$ cat src/hw/rtl/sil_pkg.sv
// Shared types and codes for the sorted insertion list.
`timescale 1ns / 1ps
package sil_pkg;

  typedef enum logic [1:0] {
    OP_APPEND = 2'd0,
    OP_INSERT = 2'd1,
    OP_READ   = 2'd2
  } op_e;

  typedef enum logic [1:0] {
    ST_OK    = 2'd0,
    ST_FULL  = 2'd1,
    ST_EMPTY = 2'd2
  } status_e;

  typedef enum logic {
    S_IDLE = 1'b0,
    S_READ = 1'b1
  } state_e;

  // Commands from the controller to the datapath.
  typedef struct packed {
    logic    write;         // store value_i this cycle
    logic    sorted;        // 1: sorted position, 0: tail
    logic    reply;         // emit a single result with reply_status
    status_e reply_status;
    logic    rd_step;       // emit the head entry and rotate the list
  } cmd_t;

  // Status from the datapath to the controller.
  typedef struct packed {
    logic empty;
    logic full;
    logic rd_last;          // the next read step emits the final entry
  } sts_t;

endpackage

$ cat src/hw/rtl/sil_ctrl.sv
// Controller state machine for the sorted insertion list.
`timescale 1ns / 1ps
module sil_ctrl (
  input  logic          clk_i,
  input  logic          rst_ni,
  input  logic          start_i,
  input  logic [1:0]    operation_i,
  input  sil_pkg::sts_t sts_i,
  output sil_pkg::cmd_t cmd_o,
  output logic          busy_o
);
  import sil_pkg::*;

  state_e state_q, state_d;

  always_ff @(posedge clk_i or negedge rst_ni) begin
    if (!rst_ni) begin
      state_q <= S_IDLE;
    end else begin
      state_q <= state_d;
    end
  end

  always_comb begin
    state_d            = state_q;
    cmd_o.write        = 1'b0;
    cmd_o.sorted       = 1'b0;
    cmd_o.reply        = 1'b0;
    cmd_o.reply_status = ST_OK;
    cmd_o.rd_step      = 1'b0;
    busy_o             = 1'b0;
    case (state_q)
      S_IDLE: begin
        if (start_i) begin
          case (op_e'(operation_i))
            OP_APPEND, OP_INSERT: begin
              cmd_o.reply = 1'b1;
              if (sts_i.full) begin
                cmd_o.reply_status = ST_FULL;
              end else begin
                cmd_o.write  = 1'b1;
                cmd_o.sorted = (op_e'(operation_i) == OP_INSERT);
              end
            end
            OP_READ: begin
              if (sts_i.empty) begin
                cmd_o.reply        = 1'b1;
                cmd_o.reply_status = ST_EMPTY;
              end else begin
                state_d = S_READ;
              end
            end
            default: begin
              cmd_o.reply = 1'b1;
            end
          endcase
        end
      end
      S_READ: begin
        busy_o        = 1'b1;
        cmd_o.rd_step = 1'b1;
        if (sts_i.rd_last) begin
          state_d = S_IDLE;
        end
      end
      default: begin
        state_d = S_IDLE;
      end
    endcase
  end

endmodule

$ cat src/hw/rtl/sil_datapath.sv
// Datapath for the sorted insertion list: entry cells, count and result register.
`timescale 1ns / 1ps
module sil_datapath #(
  parameter int DEPTH = 16
) (
  input  logic               clk_i,
  input  logic               rst_ni,
  input  sil_pkg::cmd_t      cmd_i,
  input  logic signed [31:0] value_i,
  output sil_pkg::sts_t      sts_o,
  output logic               valid_o,
  output logic signed [31:0] data_o,
  output logic [1:0]         status_o,
  output logic               last_o
);
  import sil_pkg::*;

  localparam int CW = $clog2(DEPTH + 1);

  logic signed [31:0] cells_q [DEPTH];
  logic [CW-1:0]      count_q, count_d;
  logic [CW-1:0]      rd_idx_q, rd_idx_d;
  logic               valid_q;
  logic signed [31:0] data_q;
  logic [1:0]         status_q;
  logic               last_q;

  logic [DEPTH-1:0] ins;    // candidate position for the new value
  logic [DEPTH-1:0] mark;   // at or after the insert position

  assign sts_o.empty   = (count_q == '0);
  assign sts_o.full    = (count_q == CW'(DEPTH));
  assign sts_o.rd_last = ((rd_idx_q + 1'b1) == count_q);

  always_comb begin
    for (int i = 0; i < DEPTH; i++) begin
      ins[i] = (CW'(i) == count_q) ||
               (cmd_i.sorted && (CW'(i) < count_q) && (cells_q[i] >= value_i));
    end
    mark[0] = ins[0];
    for (int i = 1; i < DEPTH; i++) begin
      mark[i] = mark[i-1] | ins[i];
    end
  end

  always_ff @(posedge clk_i) begin
    for (int i = 0; i < DEPTH; i++) begin
      if (cmd_i.write) begin
        if (i > 0 && mark[i] && mark[(i > 0) ? i - 1 : 0]) begin
          cells_q[i] <= cells_q[(i > 0) ? i - 1 : 0];
        end else if (mark[i]) begin
          cells_q[i] <= value_i;
        end
      end else if (cmd_i.rd_step) begin
        // Rotate the stored part of the list left by one.
        if (CW'(i + 1) < count_q) begin
          cells_q[i] <= cells_q[(i + 1 < DEPTH) ? i + 1 : i];
        end else if (CW'(i + 1) == count_q) begin
          cells_q[i] <= cells_q[0];
        end
      end
    end
  end

  always_comb begin
    count_d  = count_q;
    rd_idx_d = rd_idx_q;
    if (cmd_i.write) begin
      count_d = count_q + 1'b1;
    end
    if (cmd_i.rd_step) begin
      rd_idx_d = sts_o.rd_last ? '0 : rd_idx_q + 1'b1;
    end
  end

  always_ff @(posedge clk_i or negedge rst_ni) begin
    if (!rst_ni) begin
      count_q  <= '0;
      rd_idx_q <= '0;
      valid_q  <= 1'b0;
    end else begin
      count_q  <= count_d;
      rd_idx_q <= rd_idx_d;
      valid_q  <= cmd_i.reply | cmd_i.rd_step;
    end
  end

  always_ff @(posedge clk_i) begin
    if (cmd_i.rd_step) begin
      data_q   <= cells_q[0];
      status_q <= ST_OK;
      last_q   <= sts_o.rd_last;
    end else begin
      data_q   <= '0;
      status_q <= cmd_i.reply_status;
      last_q   <= 1'b1;
    end
  end

  assign valid_o  = valid_q;
  assign data_o   = data_q;
  assign status_o = status_q;
  assign last_o   = last_q;

endmodule

$ cat src/hw/rtl/sorted_insertion_list.sv
// Top level of the sorted insertion list: controller plus datapath.
`timescale 1ns / 1ps
// Ordered list of up to DEPTH signed 32-bit entries. An item is taken at a
// rising edge with start_i high and busy_o low. Append and sorted insert
// complete in the accepting cycle: all cells compare against value_i in
// parallel and shift in one step, so busy_o stays low and a new item may
// follow every cycle. A sorted insert goes before the first entry greater
// than or equal to the value. Read-out of a non-empty list holds busy_o high
// while the list rotates past its head cell and emits each entry in turn.
// Every result appears in the cycle after the work that caused it, on data_o,
// status_o and last_o, for exactly one cycle while valid_o is high; there is
// no backpressure, so the receiver must take each result as it comes.
// Status 1 refuses an append or insert into a full list, status 2 flags a
// read of an empty list; last_o marks the final result of each item.
module sorted_insertion_list #(
  parameter int DEPTH = 16
) (
  input  logic               clk_i,
  input  logic               rst_ni,
  input  logic               start_i,
  output logic               busy_o,
  input  logic [1:0]         operation_i,
  input  logic signed [31:0] value_i,
  output logic               valid_o,
  output logic signed [31:0] data_o,
  output logic [1:0]         status_o,
  output logic               last_o
);
  import sil_pkg::*;

  cmd_t cmd;
  sts_t sts;

  // Decode the item and sequence read-out.
  sil_ctrl u_ctrl (
    .clk_i       (clk_i),
    .rst_ni      (rst_ni),
    .start_i     (start_i),
    .operation_i (operation_i),
    .sts_i       (sts),
    .cmd_o       (cmd),
    .busy_o      (busy_o)
  );

  // Hold the entries and the result register.
  sil_datapath #(
    .DEPTH (DEPTH)
  ) u_datapath (
    .clk_i    (clk_i),
    .rst_ni   (rst_ni),
    .cmd_i    (cmd),
    .value_i  (value_i),
    .sts_o    (sts),
    .valid_o  (valid_o),
    .data_o   (data_o),
    .status_o (status_o),
    .last_o   (last_o)
  );

endmodule

$ cat config.mk
export PLATFORM = sky130hd
export DESIGN_NAME = sorted_insertion_list
export DESIGN_NICKNAME = d
export VERILOG_FILES = /design/src/hw/rtl/sil_pkg.sv /design/src/hw/rtl/sil_ctrl.sv /design/src/hw/rtl/sil_datapath.sv /design/src/hw/rtl/sorted_insertion_list.sv
export SDC_FILE = /design/constraint.sdc
export NUM_CORES = 2
export LEC_CHECK = 0
export ABC_AREA = 1
export BUFFER_PORTS_ARGS = -buffer_cell sky130_fd_sc_hd__buf_2
export CAP_MARGIN = 20
export CELL_PAD_IN_SITES_DETAIL_PLACEMENT = 0
export CELL_PAD_IN_SITES_GLOBAL_PLACEMENT = 1
export CORE_MARGIN = 1
export CORE_UTILIZATION = 49
export CTS_CLUSTER_SIZE = 10
export DETAILED_ROUTE_END_ITERATION = 10
export MAX_ROUTING_LAYER = met4
export PLACE_DENSITY_LB_ADDON = 0.25
export SYNTH_ARGS = -nofsm -noshare
export SYNTH_HDL_FRONTEND = slang
export SYNTH_HIERARCHICAL = 1
export SYNTH_SLANG_ARGS = --single-unit
$ cat constraint.sdc
create_clock -name clk_i -period 5.8 [get_ports clk_i]
set_input_delay 1.74 -clock clk_i [delete_from_list [all_inputs] [get_ports clk_i]]
set_output_delay 1.74 -clock clk_i [all_outputs]
set_load 0.02 [all_outputs]
# Word level (Yosys, flattened, before mapping)
# Memory sizes are Yosys's and may differ from the RTL's.
# Index checks and enable logic that the tools add are counted.
[classes]
addsub = 2
mul = 0
div_mod_pow = 0
magnitude_cmp = 33
n_eq_ne = 20
shift = 0
n_mux = 314
n_bitwise = 65
n_reduce_logical = 67
[ops]
columns = ["op", "count"]
rows = [
  ["32-bit 2-to-1 mux", 47],
  ["32-bit >= comparator", 16],
  ["1-bit 2-to-1 mux", 259],
  ["1-bit bitwise OR", 63],
  ["1-bit logical AND", 47],
  ["4-bit by 5-bit == test with 1-bit output, first input constant", 8],
  ["4-bit by 5-bit < comparator with 1-bit output, first input constant", 8],
  ["3-bit by 5-bit == test with 1-bit output, first input constant", 4],
  ["3-bit by 5-bit < comparator with 1-bit output, first input constant", 4],
  ["1-bit logical OR", 16],
  ["5-bit 2-to-1 mux", 3],
  ["5-bit by 1-bit adder with 5-bit output, second input constant", 2],
  ["2-bit by 5-bit == test with 1-bit output, first input constant", 2],
  ["1-bit by 5-bit < comparator with 1-bit output, first input constant", 2],
  ["2-bit by 5-bit < comparator with 1-bit output, first input constant", 2],
  ["1-bit by 5-bit == test with 1-bit output, first input constant", 1],
  ["5-bit == test", 1],
  ["5-bit == test, first input constant", 1],
  ["5-bit == test, second input constant", 1],
  ["5-bit logical NOT", 1],
  ["5-bit < comparator, first input constant", 1],
  ["2-bit 2-to-1 mux", 2],
  ["2-bit case mux with 2 select lines", 1],
  ["3-bit 2-to-1 mux", 1],
  ["7 further kinds", 8],
]
[totals]
reg_bits = 47
latchBits = 0
mem_bits_rw = 512
rom_bits = 0
memories = 1
[mem_list]
columns = ["memory", "depth", "width", "read_ports", "rd_ports_with_merged_regs", "wr", "line_no", "text"]
rows = [
  ["u_datapath.cells_q", 16, 32, 16, 0, 16, "sil_datapath.sv:20", "logic signed [31:0] cells_q [DEPTH];"],
]

# Depth between registers and ports, before layout
[logic_depth]
word_depth = 30
mapped_depth = 32
depth_no_buf = 30

# Hierarchy
# The synthesis kept the hierarchy.
[modules_own_cells]
columns = ["mod", "n_inst", "cells_each", "area_per_inst_um2", "seq_area_each_um2"]
rows = [
  ["sil_datapath", 1, 5218, 42634.6, 16350.7],
  ["sil_ctrl", 1, 22, 126.4, 25.0],
]

# Least setup slack after synthesis
# No wires, ideal clock.
[synth_path]
path_type = "input -> register"
from = "in value_i[5]"
to = "mem u_datapath.cells_q[6][0], in the netlist u_datapath/cells_q[0][192], enable pin"
setup_ns = 0.466
arrival_time_ns = 6.367
required_time_ns = 5.334
slack_ns = -1.033
cell_stages = 17
n_path_buf = 1
path_cell_list = "clkbuf_1 clkinv_1 ha_1 a21oi_1 nor2_1 a21oi_1 nand2_1 o21ai_0 nand3_1 nand2_1 nand3b_1 nand3_1 nand2_1 nand2_1 nor2_4 and2_1 o21ai_0"
[synth_lines]
columns = ["element", "line_no", "text"]
rows = [
  ["from (decl)", "sorted_insertion_list.sv:23", "input logic signed [31:0] value_i,"],
  ["to (decl)", "sil_datapath.sv:20", ""],
]

==> out/results.ini <==
[power_and_ir_drop]
leakagePower_nw=21.0
power.share.clock_pct=16.1
p_sw_share_pct=45.4
ir_worst_vdd_uv=388
combPwrFrac_pct=48.7
pwr_density_cell_nw_per_um2=548
p_switching_mw=12.0
internal-power_mw=14.5
p_seq_share_pct=35.1

[sta]
slew_viol_final=0
min_period_ps=5320
tightest_slew_ps=1020
max-slew-margin-rel_pct=32.0
hold_viol_final=0
clock_skew_ps=29.5
setup_viol_count_final=0
rsz0062_at_grt=no
fmax_mhz=188
min_period_over_period_pct=91.7

[synth]
synth_area_per_cell_um2=8.16
ys_seq_area_share_pct=38.3
ys.warnings.count=6
async_flop_share_pct=2.15
yosysUniqueCellTypes=65
ys_seq_elements=559
synthFlopType=edfxtp_1
synth_nets=5793
netlist_area_um2=42800
postSynthCellCount=5240
synth_edf_count=512

[die]
boundaryPins=74
die_w_um=297
die_h_um=297
initial_utilization_pct=49.8
rows=107
fp.coreArea_um2=85800
die_area_um2=88500

[clocking]
insertion_delay_ps=650
cts_buffer_depth=3
cts.hold.buffers_added=0
cts-resized-gates=0
clk_pin_slew_ps=50
htreeDepth=3
cts_setup_buffers=0
root_buffer=clkbuf_16
clock_sink_count=559
cts_buffers=71
cts_tree=yes

[critical_path]
r2r_setup_slack_ps=730
crit_top_cell=nor2_1
worst-path-max-fanout=32
path_class=in2reg
crit_path_max_incr_delay_ps=430
r2r_end=u_datapath/cells_q[1][225]
end_kind=register
r2r_start=u_datapath/count_q[0]
cp-start-kind=input port
path_buf_inv=5
crit_family=simple AND/OR/NAND/NOR gates
cp_slowest_cell=or3_1
arrival_ps=5690
required_ps=6170
crit_chain=buf_2 -> inv_1 -> buf_4 -> ha_1 -> nand2_1 -> or3_1 -> nor4_2 -> buf_4 -> nand2_1 -> nand3_1 -> nand3_1 -> a21oi_1 -> nand4_4 -> nor2_4 -> nand4_1 -> nor2_1 -> nor2_1 -> nor2_1 -> nand3_2 -> buf_12
reg2reg_depth=24

[routing]
vias=39800
ant_nets=0
wl_per_cell_um=23.9
vias_per_cell=6.08
drt-pass1-iter-count=7
highest_layer=met4
met2WireLength_mm=66.1
finalWirelength_mm=156
drc=0
drt_iter0_markers=4541
dr_wl_met3_mm=15.9
m1WireLength_mm=69.6

[layout]
fin_nets=5908
syn_to_final_growth_pct=13.4
fill_cells=8004
final_core_util_pct=56.5
instances_no_fill=6552
final_cell_mix=nand2_1 (1190), ha_1 (516), edfxtp_1 (512)
n_antenna_cell=0
multi_input_area_um2=23500
layout-drive-gt1-share_pct=9.73
regArea_um2=16400
mostFrequentLayoutCell=nand2_1

[worst_hold_path]
holdPathStages=2
min_from=u_datapath/rd_idx_q[4]
hp-class=reg2reg
min_to=u_datapath/rd_idx_q[4]

[grt]
grtUsageTotal_pct=35.7
grt_pass1_wl_mm=233
grt_overflow=0
antenna_found_initial=2
grt_max_degree=72
grt_pass1_vias=37200

[flow_run]
max_cap_viol_count=0

[place]
dpl.hpwl_mm=120
gp_congestion=1.00
io_buffers=73
dp.cells=6424

[status]
status=completed

==> power groups by stage <==
stage	combinational [mW]	sequential (mW)	clock, mW
CTS	12.7	9.25	4.34
finish	12.9	9.33	4.28
floorplan	8.22	8.70	0
global placement	12.4	9.29	0
global route	14.3	9.52	4.48
detailed placement	12.7	9.30	0
==> layer usage <==
metal | track usage [%] | up-vias
met5 | - | -
met2 | 51.6 | 1894
li1 | - | 18900
met1 | 50.3 | 18800
met4 | 11.2 | 0
met3 | 6.51 | 228
==> registers in the layout, indices dropped and copies added, names as in the netlist <==
register,cells
u_datapath/status_o,2
u_datapath/data_o,32
u_datapath/cells_q,512
u_datapath/last_o,1
u_datapath/valid_o,1
u_ctrl/state_q,1
u_datapath/rd_idx_q,5
u_datapath/count_q,5
==> stage by stage <==
stage / setup TNS [ps] / worst slack [ps] / power [mW] / hold WS, ps / area, µm²
after floorplan: 0 / 14.2 / 16.9 / 472 / 42800
after global placement: -4.43 / -0.994 / 21.7 / 495 / 46300
after detailed placement: -1480 / -50.2 / 22.0 / 501 / 46300
after CTS: 0 / 602 / 26.3 / 518 / 48400
after global routing: 0 / 238 / 28.3 / 573 / 48500
final: 0 / 479 / 26.6 / 528 / 48500
==> worst min-delay path, cell delays in order, from the launching register on <==
cell,delay [ps]
dfrtp_1,360
nand2_1,60
o21ai_0,70
==> kinds of logic (layout without fill, tap and decap cells) <==
group                    count (synthesis)  in the layout  share of synthesized area [%]
AO/OA/AOI/OAI                         1505           1505                           21.4
adder cells (fa/ha/maj)                516            516                           15.1
XOR/XNOR                                15             15                          0.307
buffers and inverters                  785            953                           7.06
flip-flops                             559            559                           38.3
AND/OR/NAND/NOR                       1860           1860                           17.8
==> cell usage after synthesis, types with 107 or more instances <==
| library cell | count | area [µm²] |
|---|---|---|
| nand2_1 | 1193 | 4480 |
| o21ai_0 | 516 | 2580 |
| a21oi_1 | 338 | 1690 |
| clkbuf_1 | 273 | 1020 |
| nor2_1 | 425 | 1600 |
| o221ai_1 | 215 | 1880 |
| inv_1 | 448 | 1680 |
| edfxtp_1 | 512 | 15400 |
| nand3_1 | 107 | 536 |
| ha_1 | 516 | 6460 |
| o21bai_1 | 116 | 871 |
| o22ai_1 | 124 | 776 |
==> worst max-delay path by stage <==
stage | startpoint | end | depth (start not counted)
finish | value_i[26] | u_datapath/cells_q[1][225] | 20
floorplan | value_i[5] | u_datapath/cells_q[1][192] | 26
global route | value_i[22] | u_datapath/cells_q[1][230] | 21
global placement | value_i[26] | u_datapath/cells_q[1][230] | 20
detailed placement | value_i[26] | u_datapath/cells_q[1][230] | 20
CTS | value_i[26] | u_datapath/cells_q[1][225] | 20
==> cell type report <==
class                           instances  area share [%]
Clock inverter                         15           0.157
Clock buffer                          111            4.27
Sequential cell                       559            33.8
Inverter                              477            3.70
Tap cell                             1144            2.95
Multi-Input combinational cell       3896            48.6
Timing Repair Buffer                  350            6.57
(Power assumes the default switching activity.)
